File: config.mk
export PLATFORM = sky130hd
export DESIGN_NAME = insertion_sorter_unit
export DESIGN_NICKNAME = d
export VERILOG_FILES = /design/src/rtl/isu_pkg.sv /design/src/rtl/isu_datapath.sv /design/src/rtl/isu_ctrl.sv /design/src/rtl/insertion_sorter_unit.sv
export VERILOG_INCLUDE_DIRS = /design/src /design/src/rtl
export SDC_FILE = /design/constraint.sdc
export NUM_CORES = 2
export LEC_CHECK = 0
export ABC_AREA = 1
export BUFFER_PORTS_ARGS = -buffer_cell sky130_fd_sc_hd__buf_2
export CORE_AREA = 2 2 386 388
export DETAILED_ROUTE_END_ITERATION = 12
export DIE_AREA = 0 0 388 390
export PLACE_DENSITY = 0.48
export SLEW_MARGIN = 30
export SYNTH_ARGS = -nofsm -noshare
export SYNTH_HDL_FRONTEND = slang
export SYNTH_SLANG_ARGS = --single-unit
File: constraint.sdc
create_clock -name clk -period 5.8 [get_ports clk]
set_input_delay 1.74 -clock clk [delete_from_list [all_inputs] [get_ports clk]]
set_output_delay 1.74 -clock clk [all_outputs]
set_load 0.02 [all_outputs]
File: src/rtl/insertion_sorter_unit_assert.svh
// ----------------------------------------------------------------------------
// insertion_sorter_unit assertion macros
// Clocked property checks; compiled out when NO_ASSERTIONS is set.
// ----------------------------------------------------------------------------
`ifndef INSERTION_SORTER_UNIT_ASSERT_SVH
`define INSERTION_SORTER_UNIT_ASSERT_SVH

`ifndef NO_ASSERTIONS

// plain property on clk, masked during reset
`define ISU_ASSERT(lbl, prop, msg) \
    lbl: assert property (@(posedge clk) disable iff (!rst_n) (prop)) else $error(msg);

// same-cycle implication
`define ISU_ASSERT_IMP(lbl, ante, cons, msg) \
    lbl: assert property (@(posedge clk) disable iff (!rst_n) (ante) |-> (cons)) \
        else $error(msg);

// next-cycle implication
`define ISU_ASSERT_NXT(lbl, ante, cons, msg) \
    lbl: assert property (@(posedge clk) disable iff (!rst_n) (ante) |=> (cons)) \
        else $error(msg);

`else

`define ISU_ASSERT(lbl, prop, msg)
`define ISU_ASSERT_IMP(lbl, ante, cons, msg)
`define ISU_ASSERT_NXT(lbl, ante, cons, msg)

`endif

`endif

File: src/rtl/isu_pkg.sv
// ----------------------------------------------------------------------------
// isu_pkg
// Shared constants and controller-to-datapath command type.
// ----------------------------------------------------------------------------
package isu_pkg;

    localparam int DEPTH_DEF = 16;
    localparam int DATA_W    = 32;

    typedef struct packed {
        logic insert;   // write input value into the cell chain
        logic pop;      // shift chain toward the head by one
    } isu_cmd_t;

endpackage

File: src/rtl/isu_datapath.sv
// ----------------------------------------------------------------------------
// isu_datapath
// Chain of compare-and-shift cells holding the batch in ascending order.
// ----------------------------------------------------------------------------
module isu_datapath #(
    parameter int DEPTH  = isu_pkg::DEPTH_DEF,
    parameter int FILL_W = $clog2(DEPTH + 1)
) (
    input  logic                                clk,
    input  isu_pkg::isu_cmd_t                   cmd,
    input  logic [FILL_W-1:0]                   fill,
    input  logic signed [isu_pkg::DATA_W-1:0]   in_value,
    output logic signed [isu_pkg::DATA_W-1:0]   head_value
);
    import isu_pkg::*;

    logic signed [DATA_W-1:0] cell_reg [DEPTH];
    logic [DEPTH-1:0]         gt;

    // cell holds a live entry greater than the new value; ties stay in front
    always_comb
    begin
        for (int i = 0; i < DEPTH; i++)
        begin
            gt[i] = (FILL_W'(i) < fill) && (cell_reg[i] > in_value);
        end
    end

    for (genvar i = 0; i < DEPTH; i++)
    begin : g_cell
        logic gt_prev;
        logic signed [DATA_W-1:0] prev_value;
        logic signed [DATA_W-1:0] next_value;

        if (i == 0)
        begin : g_head
            assign gt_prev    = 1'b0;
            assign prev_value = in_value;
        end
        else
        begin : g_body
            assign gt_prev    = gt[i-1];
            assign prev_value = cell_reg[i-1];
        end

        if (i == DEPTH - 1)
        begin : g_tail
            assign next_value = cell_reg[i];
        end
        else
        begin : g_mid
            assign next_value = cell_reg[i+1];
        end

        always_ff @(posedge clk)
        begin
            if (cmd.pop)
            begin
                cell_reg[i] <= next_value;
            end
            else if (cmd.insert)
            begin
                if (gt_prev)
                begin
                    cell_reg[i] <= prev_value;
                end
                else if (gt[i] || (FILL_W'(i) == fill))
                begin
                    cell_reg[i] <= in_value;
                end
            end
        end
    end

    assign head_value = cell_reg[0];

endmodule

File: src/rtl/isu_ctrl.sv
// ----------------------------------------------------------------------------
// isu_ctrl
// Load/emit sequencer: tracks fill count and drop flag, drives handshakes.
// ----------------------------------------------------------------------------
module isu_ctrl #(
    parameter int DEPTH  = isu_pkg::DEPTH_DEF,
    parameter int FILL_W = $clog2(DEPTH + 1)
) (
    input  logic                clk,
    input  logic                rst_n,
    input  logic                s_tvalid,
    output logic                s_tready,
    input  logic                s_tlast,
    output logic                m_tvalid,
    input  logic                m_tready,
    output logic                m_tlast,
    output logic                m_tuser,
    output isu_pkg::isu_cmd_t   cmd,
    output logic [FILL_W-1:0]   fill
);
    import isu_pkg::*;

    localparam logic ST_LOAD = 1'b0;
    localparam logic ST_EMIT = 1'b1;

    logic              state_reg, state_next;
    logic [FILL_W-1:0] fill_reg, fill_next;
    logic              drop_reg, drop_next;
    logic              s_acc, m_acc, full;

    assign full     = (fill_reg == FILL_W'(DEPTH));
    assign s_tready = (state_reg == ST_LOAD);
    assign m_tvalid = (state_reg == ST_EMIT);
    assign s_acc    = s_tvalid && s_tready;
    assign m_acc    = m_tvalid && m_tready;
    assign m_tlast  = (fill_reg == FILL_W'(1));
    assign m_tuser  = drop_reg;

    assign cmd.insert = s_acc && !full;
    assign cmd.pop    = m_acc;
    assign fill       = fill_reg;

    always_comb
    begin
        state_next = state_reg;
        fill_next  = fill_reg;
        drop_next  = drop_reg;
        unique case (state_reg)
            ST_LOAD:
            begin
                if (s_acc)
                begin
                    if (full)
                    begin
                        drop_next = 1'b1;
                    end
                    else
                    begin
                        fill_next = fill_reg + FILL_W'(1);
                    end
                    if (s_tlast)
                    begin
                        state_next = ST_EMIT;
                    end
                end
            end
            ST_EMIT:
            begin
                if (m_acc)
                begin
                    fill_next = fill_reg - FILL_W'(1);
                    if (m_tlast)
                    begin
                        state_next = ST_LOAD;
                        drop_next  = 1'b0;
                    end
                end
            end
            default:
            begin
                state_next = ST_LOAD;
            end
        endcase
    end

    always_ff @(posedge clk or negedge rst_n)
    begin
        if (!rst_n)
        begin
            state_reg <= ST_LOAD;
            fill_reg  <= '0;
            drop_reg  <= 1'b0;
        end
        else
        begin
            state_reg <= state_next;
            fill_reg  <= fill_next;
            drop_reg  <= drop_next;
        end
    end

`include "insertion_sorter_unit_assert.svh"

    `ISU_ASSERT(a_fill_bound, fill_reg <= FILL_W'(DEPTH), "fill count above depth")
    `ISU_ASSERT_IMP(a_emit_nonempty, state_reg == ST_EMIT, fill_reg != '0, "emitting empty store")
    `ISU_ASSERT_IMP(a_cmd_excl, cmd.insert, !cmd.pop, "insert and pop together")
    `ISU_ASSERT_NXT(a_last_to_emit, s_acc && s_tlast, state_reg == ST_EMIT, "last item not emitted")
    `ISU_ASSERT_NXT(a_batch_clear, m_acc && m_tlast, fill_reg == '0 && !drop_reg, "batch not cleared")

endmodule

File: src/rtl/insertion_sorter_unit.sv
// ----------------------------------------------------------------------------
// insertion_sorter_unit
// Stable streaming insertion sort of signed 32-bit values, batch-emitted.
// ----------------------------------------------------------------------------
//  channel   dir  tdata            tlast          tuser
//  s_*       in   value[31:0]      last_item      -
//  m_*       out  sorted_value     end_of_batch   overflowed
//
//  Insert: one item per cycle in load, all cells compare and shift in parallel.
//  Emit: after a last item, n results leave the chain head, one per cycle
//  if m_tready is high; no input is taken until the final result is delivered.
//  Reset clears state, fill count and overflow flag; cell contents undefined.
//  m_tready low holds the head result; s_tvalid low simply idles.
// ----------------------------------------------------------------------------
module insertion_sorter_unit #(
    parameter int DEPTH = isu_pkg::DEPTH_DEF
) (
    input  logic                                clk,
    input  logic                                rst_n,
    input  logic                                s_tvalid,
    output logic                                s_tready,
    input  logic signed [isu_pkg::DATA_W-1:0]   s_tdata,   // [31:0] value
    input  logic                                s_tlast,   // last_item
    output logic                                m_tvalid,
    input  logic                                m_tready,
    output logic signed [isu_pkg::DATA_W-1:0]   m_tdata,   // [31:0] sorted_value
    output logic                                m_tlast,   // end_of_batch
    output logic                                m_tuser    // [0] overflowed
);
    import isu_pkg::*;

    localparam int FILL_W = $clog2(DEPTH + 1);

    isu_cmd_t          cmd;
    logic [FILL_W-1:0] fill;

    isu_ctrl #(
        .DEPTH  (DEPTH),
        .FILL_W (FILL_W)
    ) u_ctrl (
        .clk      (clk),
        .rst_n    (rst_n),
        .s_tvalid (s_tvalid),
        .s_tready (s_tready),
        .s_tlast  (s_tlast),
        .m_tvalid (m_tvalid),
        .m_tready (m_tready),
        .m_tlast  (m_tlast),
        .m_tuser  (m_tuser),
        .cmd      (cmd),
        .fill     (fill)
    );

    isu_datapath #(
        .DEPTH  (DEPTH),
        .FILL_W (FILL_W)
    ) u_datapath (
        .clk        (clk),
        .cmd        (cmd),
        .fill       (fill),
        .in_value   (s_tdata),
        .head_value (m_tdata)
    );

endmodule

==> metrics <==
register area share after synthesis 36.69%; Final Hold Viols 0; share of layout cells above drive strength 1 7.662%; CTS buffer count 69; worst vdd ir 0.3567 mV; Yosys warnings 0; Post-CTS Setup Inserts 0; largest net degree at the start of global routing 184; post-synthesis async set-or-reset flop share 1.349%; critical path data required time 6.07 ns; Power Density 561.4 nW/um2; Worst Max-Slew Pin Slew 0.9441 ns; syn_nets 6194; Site Rows 141; H-tree levels 3; HP Class reg -> reg; Comb power frac 49.9%; Synth Flop Type edfxtp_1; # DRC 0; Max Cap Violations 0; GPL Wtd Cong 0.9088; Post-Layout Cell Count 7583; Critical Path AT 5.40 ns; DRT iter0 DRCs 3327; DP HPWL 115.4 mm; Synth Register Bits 519; Startpoint Class input port; mapped cell area 42390 um2; Setup Total Neg Slack 0 ns; Setup-failing EPs final 0; Die Span X 388 um; Vias/cell 5.143; Starting Density 28.81%; buffers added on ports 72; antenna violation net count after detailed routing 0; relative slew slack 37.06%; max reg flops 512; Mapped Cells 5640; crit path capture type flip-flop; total power 26560 uW; WS Path Type in -> reg; Setup Skew 0.01231 ns; Worst-path clk slew 0.06 ns; Routed WL per cell 19.49 um; Clock Tree Buf Depth 3; GR Util All Layers 19.15%; first-pass GRT wire length 228.6 mm; core region area 147100 um2; P_leak 0.02235 uW; max-slew violations 0; layout overhead on the synthesized area 11.62%; Seq pwr share 34.5%; via count 39003; Clock Tree Root clkbuf_16; status finished clean; drt total wl 147.8 mm; FMAX 194.7 MHz; CTS Sinks 519; sw power 12990 uW; number of gates resized after CTS 0; minimum clock period 5.137 ns; Switching Fraction 48.90%; Initial DRT Pass Iterations 5; Die Ht 390 um; Critical Path Fanout Max 32; Clock power frac 15.6%; EDFF count, synth 512; syn_area_per_cell 7.515 um2; Layout Nets 6156; RSZ-0062 raised after global routing false; Power Internal 13570 uW; Post-CTS Hold Buffers 0; number of global-route vias before repair 37329; period utilization 88.56%; full die area 151300 um2; cell total after placement 7461; initial antenna violation count 1; Clock Latency Late Sink 0.62 ns; Synth cell types 38; I/O Pins 73; CTS tree done; reg2reg setup slack 1.24 ns; total congestion overflow 0
cells by family (layout without fill, tap and decap cells):
group / count (synthesis) / count (layout) / synth area share (%)
and+or+nand+nor: 3624 / 3624 / 37.35
buffers and inverters: 561 / 572 / 5.399
DFF: 519 / 519 / 36.69
adders and majority gates: 517 / 517 / 15.26
AOI/OAI and AO/OA: 414 / 414 / 5.201
xor gates and xnor gates: 5 / 5 / 0.1033
other: 0 / 2 / 0
final timing paths:
check	from	endpoint	cells after the start
max in group asynchronous	rst_n	u_ctrl.fill[0]	1
max	s_tdata[22]	u_datapath.cell_reg[2][5]	13
min reg2reg	u_ctrl.m_tuser	u_ctrl.m_tuser	2
min	u_ctrl.m_tuser	u_ctrl.m_tuser	2
max reg2reg	u_ctrl.fill[0]	u_datapath.cell_reg[0][27]	10
min in group asynchronous	rst_n	u_ctrl.m_tuser	1
power by group through the flow:
| stage | logic [uW] | registers, uW | clock network, uW |
|---|---|---|---|
| 6_report | 13200 | 9170 | 4140 |
| 5_1_grt | 15200 | 9360 | 4370 |
| 4_1_cts | 13300 | 9070 | 4250 |
| 3_5_place_dp | 13300 | 9140 | 0 |
| 3_3_place_gp | 13000 | 9150 | 0 |
| 2_1_floorplan | 9520 | 8290 | 0 |
cell usage after synthesis (28+ instances only):
master	count	share of area, %
nand3_1	507	6.0
o21ai_0	108	1.3
clkbuf_1	237	2.1
nand2_1	2390	21
inv_1	168	1.5
ha_1	517	15
edfxtp_1	512	36
nor2_1	136	1.2
nand4_1	488	7.2
a21oi_1	258	3.0
buf_2	138	1.6
nor3_1	28	0.33
layout make-up:
cell class                      instances  area (um2)
Fill cell                           15786       99820
Sequential cell                       519       15550
Timing Repair Buffer                  277        1966
Clock buffer                          100        1948
Inverter                              175       673.1
Clock inverter                         20       115.1
Tap cell                             1930        2415
Antenna cell                            2       5.005
Multi-Input combinational cell       4560       24640
worst max-delay path, stage by stage:
cell	delay, ns
buf_2	0.39
inv_1	0.39
ha_1	0.42
nand4_1	0.12
nor3_1	0.10
nand2_1	0.10
inv_1	0.06
a32oi_2	0.73
nand3_2	0.49
nand2_1	0.25
nand2_1	0.09
nand3_1	0.07
buf_4	0.42
layout by cell type (no fill, tap or decap), types with 4 or more instances in the layout:
master and count:
nand2_1 2390, ha_1 517, edfxtp_1 512, nand3_1 503, nand4_1 488, a21oi_1 256, buf_4 199, inv_1 168
nor2_1 134, o21ai_0 107, clkbuf_16 73, buf_2 72, nor3_1 28, clkbuf_1 25, nand3b_1 22, o21a_1 16
nand2_2 16, o211ai_1 15, nand3_2 14, clkinv_2 11, nor3b_2 9, clkinv_1 9, nor4_1 7, dfrtp_1 7
inv_2 5, nor2_2 5, xor2_1 5, buf_12 5, a21oi_2 4
metrics by stage:
step                setup slack, ns  area (um2)  hold WS (ns)  utilization, %
floorplan                    0.4733       42390        0.5366               -
global placement             0.1426       45240        0.4732           30.75
detailed placement          0.03831       45240        0.4841           30.75
CTS                          0.6988       47300        0.4993           32.15
global route                 0.3858       47310        0.5783           32.15
finish                       0.6634       47310        0.4928           32.16
per-layer routing:
metal / global-route usage (%) / routed length [um]
met1: 27.13 / 70470
met2: 30.97 / 65990
met3: 2.041 / 7808
met4: 4.966 / 3550
met5: 0 / 0
Power figures use the tool's default switching activity.
